## config.mk

```make
export PLATFORM = sky130hd
export DESIGN_NAME = dec_hex_number_parser
export DESIGN_NICKNAME = d
export VERILOG_FILES = /design/src/hw/rtl/dhp_pkg.sv /design/src/hw/rtl/dhp_in_reg.sv /design/src/hw/rtl/dhp_core.sv /design/src/hw/rtl/dhp_out_reg.sv /design/src/hw/rtl/dec_hex_number_parser.sv
export VERILOG_INCLUDE_DIRS = /design/src /design/src/hw/rtl
export SDC_FILE = /design/constraint.sdc
export NUM_CORES = 1
export LEC_CHECK = 0
export BUFFER_PORTS_ARGS = -buffer_cell sky130_fd_sc_hd__buf_2
export CAP_MARGIN = 5
export CORE_MARGIN = 10
export CORE_UTILIZATION = 52
export CTS_CLUSTER_DIAMETER = 120
export DETAILED_ROUTE_END_ITERATION = 16
export PLACE_DENSITY_LB_ADDON = 0.3
export SETUP_SLACK_MARGIN = 0.3
export SLEW_MARGIN = 20
export SYNTH_ARGS = -nofsm -noshare
export SYNTH_HDL_FRONTEND = slang
export SYNTH_SLANG_ARGS = --single-unit
```

## constraint.sdc

```tcl
create_clock -name clk -period 5.8 [get_ports clk]
set_input_delay 0.58 -clock clk [delete_from_list [all_inputs] [get_ports clk]]
set_output_delay 0.58 -clock clk [all_outputs]
set_load 0.05 [all_outputs]
```

## src/hw/rtl/dec_hex_number_parser_defines.svh

```systemverilog
// ----------------------------------------------------------------------------
// Assertion macros for the decimal / hex number parser
// Shared concurrent-assertion forms, clocked and disabled by reset.
// ----------------------------------------------------------------------------
`ifndef DEC_HEX_NUMBER_PARSER_DEFINES_SVH
`define DEC_HEX_NUMBER_PARSER_DEFINES_SVH

// Consequent must hold in the same cycle as the antecedent.
`define DHP_ASSERT_NOW(lbl, clk, rst, ante, cons) \
  lbl: assert property (@(posedge clk) disable iff (rst) (ante) |-> (cons)) \
    else $error("dhp assertion failed");

// Consequent must hold in the cycle after the antecedent.
`define DHP_ASSERT_NEXT(lbl, clk, rst, ante, cons) \
  lbl: assert property (@(posedge clk) disable iff (rst) (ante) |=> (cons)) \
    else $error("dhp assertion failed");

`endif

```

## src/hw/rtl/dhp_pkg.sv

```systemverilog
// ----------------------------------------------------------------------------
// dhp_pkg
// Word types, phase and status codes and character constants of the parser.
// ----------------------------------------------------------------------------
package dhp_pkg;

  typedef struct packed {
    logic       start_req;
    logic [7:0] char_code;
  } char_word_t;

  typedef struct packed {
    logic [31:0] number;
    logic [7:0]  consumed;
    logic [1:0]  status;
  } result_word_t;

  // Result from the parse core toward the result register
  typedef struct packed {
    logic         emit;
    result_word_t word;
  } core_res_t;

  localparam logic [2:0] PH_IDLE   = 3'd0;
  localparam logic [2:0] PH_SPACE  = 3'd1;
  localparam logic [2:0] PH_ZERO   = 3'd2;
  localparam logic [2:0] PH_HEXPRE = 3'd3;
  localparam logic [2:0] PH_HEX    = 3'd4;
  localparam logic [2:0] PH_DEC    = 3'd5;

  localparam logic [1:0] ST_OK       = 2'd0;
  localparam logic [1:0] ST_NODIGITS = 2'd1;
  localparam logic [1:0] ST_OVERFLOW = 2'd2;

  localparam logic [7:0] CH_SPACE = 8'h20;
  localparam logic [7:0] CH_ZERO  = 8'h30;
  localparam logic [7:0] CH_NINE  = 8'h39;
  localparam logic [7:0] CH_X_LO  = 8'h78;
  localparam logic [7:0] CH_X_UP  = 8'h58;
  localparam logic [7:0] CH_A_LO  = 8'h61;
  localparam logic [7:0] CH_F_LO  = 8'h66;
  localparam logic [7:0] CH_A_UP  = 8'h41;
  localparam logic [7:0] CH_F_UP  = 8'h46;

  localparam logic [3:0]  HEX_LETTER_OFFSET = 4'd9;
  localparam logic [31:0] DEC_LIMIT         = 32'd429496729;
  localparam logic [3:0]  DEC_LAST_DIGIT    = 4'd5;
  localparam logic [7:0]  CNT_MAX           = 8'd255;

endpackage

```

## src/hw/rtl/dhp_in_reg.sv

```systemverilog
// ----------------------------------------------------------------------------
// dhp_in_reg
// Input register: holds one character word until the core takes it.
// ----------------------------------------------------------------------------
module dhp_in_reg import dhp_pkg::*; (
  input  logic       clk,
  input  logic       rst,
  input  logic       char_valid,
  output logic       char_ready,
  input  char_word_t char_word,
  input  logic       pop,
  output logic       held_valid,
  output char_word_t held_word
);

  assign char_ready = !held_valid || pop;

  always_ff @(posedge clk) begin
    if (rst) begin
      held_valid <= 1'b0;
    end else if (char_valid && char_ready) begin
      held_valid <= 1'b1;
    end else if (pop) begin
      held_valid <= 1'b0;
    end
  end

  always_ff @(posedge clk) begin
    if (char_valid && char_ready) begin
      held_word <= char_word;
    end
  end

endmodule

```

## src/hw/rtl/dhp_core.sv

```systemverilog
// ----------------------------------------------------------------------------
// dhp_core
// Parse state and one-character step: phase, accumulator and count.
// ----------------------------------------------------------------------------
`include "dec_hex_number_parser_defines.svh"

module dhp_core import dhp_pkg::*; (
  input  logic       clk,
  input  logic       rst,
  input  logic       adv,
  input  char_word_t word,
  output core_res_t  res
);

  logic [2:0]  phase;
  logic [31:0] accumulator;
  logic [7:0]  char_count;

  logic [2:0]  phase_next;
  logic [31:0] accumulator_next;
  logic [7:0]  char_count_next;

  logic [2:0]  ph_eff;
  logic [31:0] acc_eff;
  logic [7:0]  cnt_eff;
  logic [7:0]  cnt_inc;
  logic [7:0]  c;
  logic        is_dec;
  logic        is_hex_lo;
  logic        is_hex_up;
  logic        is_hex;
  logic [3:0]  dec_d;
  logic [3:0]  hex_d;
  logic        dec_ovf;
  logic        hex_ovf;
  logic [31:0] acc_dec;
  logic [31:0] acc_hex;

  // A start word restarts the parse before the character is looked at
  assign ph_eff  = word.start_req ? PH_SPACE : phase;
  assign acc_eff = word.start_req ? 32'd0 : accumulator;
  assign cnt_eff = word.start_req ? 8'd0 : char_count;
  assign cnt_inc = (cnt_eff == CNT_MAX) ? cnt_eff : cnt_eff + 8'd1;

  assign c         = word.char_code;
  assign is_dec    = (c >= CH_ZERO) && (c <= CH_NINE);
  assign is_hex_lo = (c >= CH_A_LO) && (c <= CH_F_LO);
  assign is_hex_up = (c >= CH_A_UP) && (c <= CH_F_UP);
  assign is_hex    = is_dec || is_hex_lo || is_hex_up;
  assign dec_d     = c[3:0];
  assign hex_d     = is_dec ? c[3:0] : c[3:0] + HEX_LETTER_OFFSET;

  assign dec_ovf = (acc_eff > DEC_LIMIT) || ((acc_eff == DEC_LIMIT) && (dec_d > DEC_LAST_DIGIT));
  assign hex_ovf = (acc_eff[31:28] != 4'd0);

  // times ten as 8x + 2x, then add the digit
  assign acc_dec = {acc_eff[28:0], 3'b000} + {acc_eff[30:0], 1'b0} + {28'd0, dec_d};
  assign acc_hex = {acc_eff[27:0], hex_d};

  always_comb begin
    phase_next        = ph_eff;
    accumulator_next  = acc_eff;
    char_count_next   = cnt_eff;
    res.emit          = 1'b0;
    res.word.number   = 32'd0;
    res.word.consumed = cnt_eff;
    res.word.status   = ST_OK;
    unique case (ph_eff)
      PH_SPACE: begin
        if (c == CH_SPACE) begin
          char_count_next = cnt_inc;
        end else if (c == CH_ZERO) begin
          accumulator_next = 32'd0;
          char_count_next  = cnt_inc;
          phase_next       = PH_ZERO;
        end else if (is_dec) begin
          accumulator_next = {28'd0, dec_d};
          char_count_next  = cnt_inc;
          phase_next       = PH_DEC;
        end else begin
          res.emit        = 1'b1;
          res.word.status = ST_NODIGITS;
        end
      end
      PH_ZERO, PH_DEC: begin
        if ((ph_eff == PH_ZERO) && ((c == CH_X_LO) || (c == CH_X_UP))) begin
          accumulator_next = 32'd0;
          char_count_next  = cnt_inc;
          phase_next       = PH_HEXPRE;
        end else if (!is_dec) begin
          res.emit        = 1'b1;
          res.word.number = acc_eff;
        end else if (dec_ovf) begin
          res.emit        = 1'b1;
          res.word.status = ST_OVERFLOW;
        end else begin
          accumulator_next = acc_dec;
          char_count_next  = cnt_inc;
          phase_next       = PH_DEC;
        end
      end
      PH_HEXPRE, PH_HEX: begin
        if (!is_hex) begin
          res.emit = 1'b1;
          if (ph_eff == PH_HEXPRE) begin
            res.word.status = ST_NODIGITS;
          end else begin
            res.word.number = acc_eff;
          end
        end else if (hex_ovf) begin
          res.emit        = 1'b1;
          res.word.status = ST_OVERFLOW;
        end else begin
          accumulator_next = acc_hex;
          char_count_next  = cnt_inc;
          phase_next       = PH_HEX;
        end
      end
      default: begin
        phase_next = PH_IDLE;
      end
    endcase
    // a result always ends the string
    if (res.emit) begin
      phase_next = PH_IDLE;
    end
  end

  always_ff @(posedge clk) begin
    if (rst) begin
      phase       <= PH_IDLE;
      accumulator <= 32'd0;
      char_count  <= 8'd0;
    end else if (adv) begin
      phase       <= phase_next;
      accumulator <= accumulator_next;
      char_count  <= char_count_next;
    end
  end

  `DHP_ASSERT_NEXT(a_emit_goes_idle, clk, rst, adv && res.emit, phase == PH_IDLE)
  `DHP_ASSERT_NOW(a_error_number_zero, clk, rst, res.emit && (res.word.status != ST_OK), res.word.number == 32'd0)
  `DHP_ASSERT_NEXT(a_count_saturates, clk, rst, adv && !word.start_req && (char_count == CNT_MAX), char_count == CNT_MAX)

endmodule

```

## src/hw/rtl/dhp_out_reg.sv

```systemverilog
// ----------------------------------------------------------------------------
// dhp_out_reg
// Result register: holds one result word until the consumer takes it.
// ----------------------------------------------------------------------------
module dhp_out_reg import dhp_pkg::*; (
  input  logic         clk,
  input  logic         rst,
  input  logic         load,
  input  result_word_t load_word,
  output logic         result_valid,
  input  logic         result_ready,
  output result_word_t result_word
);

  always_ff @(posedge clk) begin
    if (rst) begin
      result_valid <= 1'b0;
    end else if (load) begin
      result_valid <= 1'b1;
    end else if (result_ready) begin
      result_valid <= 1'b0;
    end
  end

  always_ff @(posedge clk) begin
    if (load) begin
      result_word <= load_word;
    end
  end

endmodule

```

## src/hw/rtl/dec_hex_number_parser.sv

```systemverilog
// ----------------------------------------------------------------------------
// dec_hex_number_parser
// Streaming ASCII decimal / 0x-hex parser to a 32-bit unsigned value.
// ----------------------------------------------------------------------------
//  channel  | dir | handshake                   | word
//  char     | in  | char_valid / char_ready     | char_word   (start_req, char_code)
//  result   | out | result_valid / result_ready | result_word (number, consumed, status)
//
//  One character per cycle sustained while the core is not stalled; a result is
//  loaded into the result register as the core steps its terminating character.
//  The cycle is set by the step logic: times-ten shift-add and range compare.
//  Synchronous reset puts the parser in idle; no clearing pass is needed.
//  A held result stalls the core; one more character waits in the input register.
// ----------------------------------------------------------------------------
module dec_hex_number_parser import dhp_pkg::*; (
  input  logic         clk,
  input  logic         rst,
  input  logic         char_valid,
  output logic         char_ready,
  input  char_word_t   char_word,
  output logic         result_valid,
  input  logic         result_ready,
  output result_word_t result_word
);

  logic       held_valid;
  char_word_t held_word;
  logic       adv;
  core_res_t  res;

  // advance the held character when the result register can take a result
  assign adv = held_valid && (!result_valid || result_ready);

  dhp_in_reg u_in_reg (
    .clk        (clk),
    .rst        (rst),
    .char_valid (char_valid),
    .char_ready (char_ready),
    .char_word  (char_word),
    .pop        (adv),
    .held_valid (held_valid),
    .held_word  (held_word)
  );

  dhp_core u_core (
    .clk  (clk),
    .rst  (rst),
    .adv  (adv),
    .word (held_word),
    .res  (res)
  );

  dhp_out_reg u_out_reg (
    .clk          (clk),
    .rst          (rst),
    .load         (adv && res.emit),
    .load_word    (res.word),
    .result_valid (result_valid),
    .result_ready (result_ready),
    .result_word  (result_word)
  );

endmodule
```

# --- Word-level counts from Yosys, hierarchy flattened ---
# Cells that the tools add are included.
op_classes:
  addsub: 4
  multipliers: 0
  div_mod_pow: 0
  n_lt_le_gt_ge: 8
  eq_ne: 11
  n_shift: 0
  n_mux: 60
  n_bitwise: 0
  n_reduce_logical: 21
ops:
  columns: ["cell", "n"]
  rows:
  - ["$mux 32", 12]
  - ["$pmux 32 s3", 1]
  - ["$mux 8", 10]
  - ["$pmux 32 s2", 1]
  - ["$mux 33", 1]
  - ["$add 32x32->32", 1]
  - ["$add 32x4->32", 1]
  - ["$eq 32x29->1 const B", 1]
  - ["$gt 32x29->1 const B", 1]
  - ["$mux 3", 10]
  - ["$pmux 8 s3", 1]
  - ["$eq 8x6->1 const B", 2]
  - ["$eq 8x7->1 const B", 2]
  - ["$ge 8x7->1 const B", 2]
  - ["$le 8x7->1 const B", 2]
  - ["$mux 2", 7]
  - ["$mux 1", 13]
  - ["$pmux 3 s3", 1]
  - ["$add 8x1->8 const B", 1]
  - ["$eq 8x8->1 const B", 1]
  - ["$ge 8x6->1 const B", 1]
  - ["$le 8x6->1 const B", 1]
  - ["$logic_and 1x1->1", 8]
  - ["$eq 3x2->1 const B", 2]
  - ["other kinds (12)", 21]
totals:
  regBits: 96
  latchBits: 0
  ram_bits: 0
  rom_bits: 0
  inputBits: 13
  output_inout_bits: 44
  mem_count: 0

# --- Longest topological paths before layout ---
logic_depth:
  ltp_word: 10
  depth_mapped: 18

# --- Hierarchy ---
# From an unflattened synthesis, not the netlist that was laid out.
unflattened:
  hier_cells: 851
  area_unflattened_um2: 7374.6
by_module_without_submodules:
  columns: ["mod", "n_inst", "cells_each", "area_each_um2", "seq_area_each_um2"]
  rows:
  - ["dhp_core", 1, 788, 5730.5, 860.8]
  - ["dhp_out_reg", 1, 46, 1300.0, 1281.2]
  - ["dhp_in_reg", 1, 14, 325.3, 290.3]
  - ["dec_hex_number_parser", 1, 3, 18.8, 0.0]

# --- Least setup slack after synthesis ---
# OpenSTA, ideal clock, no wires.
synth_path:
  path_type: "register to register"
  startpoint: "reg u_in_reg.held_word[8] (netlist name)"
  endpoint: "reg u_core.accumulator[28]"
  arrival_time_ns: 4.036
  setup_slack_ns: 1.669
  stages_incl_launch_ff: 19
  period_less_slack_ns: 4.131
  path_cell_list: "edfxtp_1 > clkbuf_1 > inv_1 > clkbuf_1 > clkbuf_1 > nand2_1 > inv_1 > ha_1 > ha_1 > clkbuf_1 > a21o_1 > a31o_2 > a221oi_1 > nor3b_1 > a211oi_1 > o41ai_1 > xnor2_1 > nand2_1 > a221oi_1"
synth_between:
  elab_chain_cells: 8
synth_lines:
  columns: ["item", "line_no", "source"]
  rows:
  - ["branches (longest 7 deep; another with $add 32x32->32)", null, null]
  - ["$pmux 32 s3 *", "dhp_core.sv:68", "unique case (ph_eff)"]
  - ["end signal: assignment", "dhp_core.sv:136", "accumulator <= accumulator_next;"]
  - ["end: declaration", "dhp_core.sv:16", "logic [31:0] accumulator;"]
# Every way passes the cells marked *.
# A chain may end at the register's enable or synchronous reset.

# --- Worst setup path in the final report ---
layout_path:
  startpoint: "reg u_in_reg.held_word[8] (netlist name)"
  endpoint: "reg u_core.accumulator[28]"
layout_between:
  elab_chain_cells: 8
layout_lines:
  columns: ["item", "line_no"]
  rows:
  - ["branches (longest 7 deep; another with $add 32x32->32)", null]
  - ["$pmux 32 s3 *", "dhp_core.sv:68"]
# Marks and branches as above.

==> summary by stage <==
Synthesis
The per-instance average area after synthesis is 8.39 µm². The post-synthesis instance area is 6980 µm². Among all flip-flop cells after synthesis, the most frequent one is sky130_fd_sc_hd__edfxtp_1. Ranked by total cell area, the synthesized netlist is headed by sky130_fd_sc_hd__edfxtp_1, sky130_fd_sc_hd__dfxtp_1, sky130_fd_sc_hd__ha_1, sky130_fd_sc_hd__nor2_1, sky130_fd_sc_hd__nand2_1. Counting instances in the post-synthesis netlist gives the leading cell types as sky130_fd_sc_hd__nor2_1, sky130_fd_sc_hd__nand2_1, sky130_fd_sc_hd__ha_1. The number of synthesized register bits is 96. The share of Yosys cell area claimed by the top area cell type is 21.9%. The number of nets in the synthesized netlist is 908. The number of synthesis warnings is 0.

For this run, the register share of the synthesized area comes to 34.8%. Counting flops with a built-in enable in the synthesized netlist gives 51. The number of standard cells after synthesis is 832.

The number of distinct library cell variants in the gate-level netlist after synthesis is 74. The most repeated cell in the gate-level netlist after synthesis is sky130_fd_sc_hd__nor2_1. The dominant cell type by area after synthesis is sky130_fd_sc_hd__edfxtp_1.

Of all flip-flops after synthesis, the portion carrying an async set or reset was 0%.

Global route
The layer flagged by global routing as most heavily used is met2. The via count of the first global-routing pass is 6138. The pin count of the biggest net entering global routing is 58. In the global route stage, met3 resource usage came out at 4.50%. The met2 layer usage reported by global route is 31.7%.

The aggregate global routing overflow is 0. The first-pass GRT wire length is 31200 µm. The initial antenna violation count was 0. In the global route stage, met1 resource usage came out at 27.9%. In the global route stage, overall resource usage came out at 20.5%.

Routing
The number of DRC violations after detailed routing is 0. The wire length reported by the detailed router is 19500 µm. The routed layout has 6668 vias. The first routing iteration left 667 violations.

The number of optimization iterations in the first detailed-route pass is 6. The number of nets with antenna violations after routing is 0. Dividing the detail-routed wire length by the instance count gives 18.5 µm. The detailed-route vias per instance is 6.34.

Cells and area
The layout cell share with drive strength beyond 1 is 11.9%. The number of antenna repair diodes is 0. The area growth from synthesis to layout is 10.3%. For this run, the post-layout net count is 946.

Floorplanning
57 I/O pins were placed. The floorplan step set the die width to 136 µm. Measured along the y axis, the die boundary spans 136 µm. The floorplan step defined a die boundary enclosing 18500 µm².

The initial standard-cell utilization of the core is 53.0%. The count of standard-cell rows is 42. The total core area is 13200 µm².

Critical path
The capturing element type of the critical path is a register. The type of the worst setup path is register to register. The capture instance of the worst register-to-register path is u_core.accumulator[28].

The depth of the most critical reg-to-reg path is 15. The worst setup path is launched from a register. The worst setup path endpoint is u_core.accumulator[28].

The minimum setup slack among reg-to-reg paths is 1070 ps. The origin of the worst setup path is u_in_reg.held_word[8]. For the worst setup path, the data arrival time is 4970 ps. The critical path data required time is 6040 ps. The launching point of the worst reg2reg path is u_in_reg.held_word[8]. The maximum fanout count along the critical path is 22.

Timing
The count of final max-slew check failures was 0. Setup repair after global routing left no endpoint under its margin. At the pin with the least slew margin, the transition time is 996 ps. The final hold slack is 406 ps.

Between clock sinks in the finished design, the worst skew comes to 6.85 ps. The worst path meets setup with 1070 ps of slack. The normalized max-slew margin is 33.6%. The share of the clock period used by the worst path after layout is 81.5%.

The total negative slack for setup checks is 0 ps. Derived from the worst setup path, the maximum achievable clock frequency is 212 MHz. The time the final worst path needs with I/O delays and setup is 4730 ps. Setup violations remaining at the end of the flow were counted as 0. The count of endpoints failing hold in the final timing report is 0.

CTS
The deepest clock path buffer count is 2. TritonCTS created 9 clock buffers. The clock transition at the registers of the reported paths is 70 ps. TritonCTS built the clock tree. Post-CTS timing repair inserted 0 buffers for setup. The number of gates given a new drive strength after cts is 0. The clock latency reported for the late side of the worst-skew pair is 350 ps.

Clock tree synthesis selected as its root buffer the cell sky130_fd_sc_hd__clkbuf_16. The clock net sink count is 96. The hold buffer count at cts is 0.

The H-tree was split into 3 levels.

Pwr
The power density of the placed cells is 194 nW/µm². The maximum vdd drop is 0.151 mV. The total design power is 1490 µW. The leakage power figure is 0.00318 µW.

Placement
The count of input and output buffers is 56. Timing analysis after detailed placement gives a worst setup slack of 1200 ps. Once detailed placement completed, the half-perimeter wirelength came to 14100 µm. The routability congestion estimate is 0.929.

Run status
The run finished with clean final reports.

Hold path
The min-delay analysis places its worst path in the category input pin to register.

Flow run
Max-cap violations in this run came to 0.
-- through the flow --
| stage | util (%) | instances | area [µm²] |
|---|---|---|---|
| 6_report | 58.4 | 1051 | 7700 |
| 5_1_grt | 58.4 | 1051 | 7700 |
| 4_1_cts | 58.4 | 1051 | 7700 |
| 3_5_place_dp | 56.2 | 1035 | 7420 |
| 3_3_place_gp | 56.2 | 1035 | 7420 |
| 2_1_floorplan | - | 832 | 6980 |
-- worst max-delay path, stage by stage, from the launching register on --
cell                       delay (ps)
sky130_fd_sc_hd__edfxtp_1         380
sky130_fd_sc_hd__inv_1            600
sky130_fd_sc_hd__nand2_1          270
sky130_fd_sc_hd__inv_1            140
sky130_fd_sc_hd__ha_1             240
sky130_fd_sc_hd__ha_1             250
sky130_fd_sc_hd__fa_1             420
sky130_fd_sc_hd__a21oi_1          220
sky130_fd_sc_hd__nor2_1           120
sky130_fd_sc_hd__o211a_1          270
sky130_fd_sc_hd__o31ai_1          550
sky130_fd_sc_hd__a211oi_1         240
sky130_fd_sc_hd__o41ai_1          430
sky130_fd_sc_hd__xnor2_1          170
sky130_fd_sc_hd__nand2_1           80
sky130_fd_sc_hd__a221oi_1         260
-- power by group --
| part | leakage [µW] | switching [µW] | internal [µW] | total (µW) |
|---|---|---|---|---|
| Combinational | 0.00220 | 121 | 56.4 | 178 |
| Sequential | 0.000846 | 16.1 | 730 | 747 |
| Clock | 0.000139 | 255 | 315 | 570 |
| Total | 0.00318 | 392 | 1100 | 1490 |
-- placed cells by master (no fill, tap or decap), drive strengths merged, types with 12 or more instances in the layout --
cell / instances
a211oi: 17
o21ai: 56
nor2: 100
a221oi: 13
nand2: 95
nor3b: 13
ha: 62
xnor2: 16
clkbuf: 12
a21oi: 58
buf: 66
o22ai: 12
nor2b: 20
edfxtp: 51
dfxtp: 45
inv: 40
nor3: 31
nand3: 15
-- state kept, by name, indices dropped and copies added (netlist names) --
signal	count
u_out_reg.result_word	42
u_core.accumulator	32
u_in_reg.held_word	9
u_core.char_count	8
u_core.phase	3
u_in_reg.held_valid	1
u_out_reg.result_valid	1
-- cells by family after synthesis --
family	Yosys count	share of synthesized area [%]
xor gates and xnor gates	27	3.39
muxes	7	1.09
and+or+nand+nor	327	22.8
buffers and inverters	79	4.35
AOI/OAI and AO/OA	233	22.2
adders and majority gates	63	11.4
DFF	96	34.8
-- worst min-delay path by stage --
| stage | from | to | slack, ps | cells after the start |
|---|---|---|---|---|
| finish | char_word[1] | u_in_reg.held_word[1] | 410 | 1 |
| global route | char_word[3] | u_in_reg.held_word[3] | 400 | 1 |
| CTS | char_word[6] | u_in_reg.held_word[6] | 410 | 1 |
| detailed placement | u_core.accumulator[11] | u_core.accumulator[11] | 460 | 2 |
| global placement | u_core.accumulator[11] | u_core.accumulator[11] | 460 | 2 |
| floorplan | u_core.accumulator[11] | u_core.accumulator[11] | 450 | 2 |
-- metal layers --
| layer | part of all wire (%) | vias up |
|---|---|---|
| li1 | - | 3146 |
| met2 | 44 | 378 |
| met5 | 0 | - |
| met1 | 43 | 3093 |
| met3 | 11 | 51 |
| met4 | 2.2 | 0 |
-- final cells by class --
cell class	instances	area, µm²
Clock buffer	12	256
Clock inverter	4	30.0
Fill cell	1156	5490
Inverter	40	150
Multi-Input combinational cell	657	4260
Sequential cell	96	2430
Tap cell	176	220
Timing Repair Buffer	66	355
(Power assumes the default switching activity.)
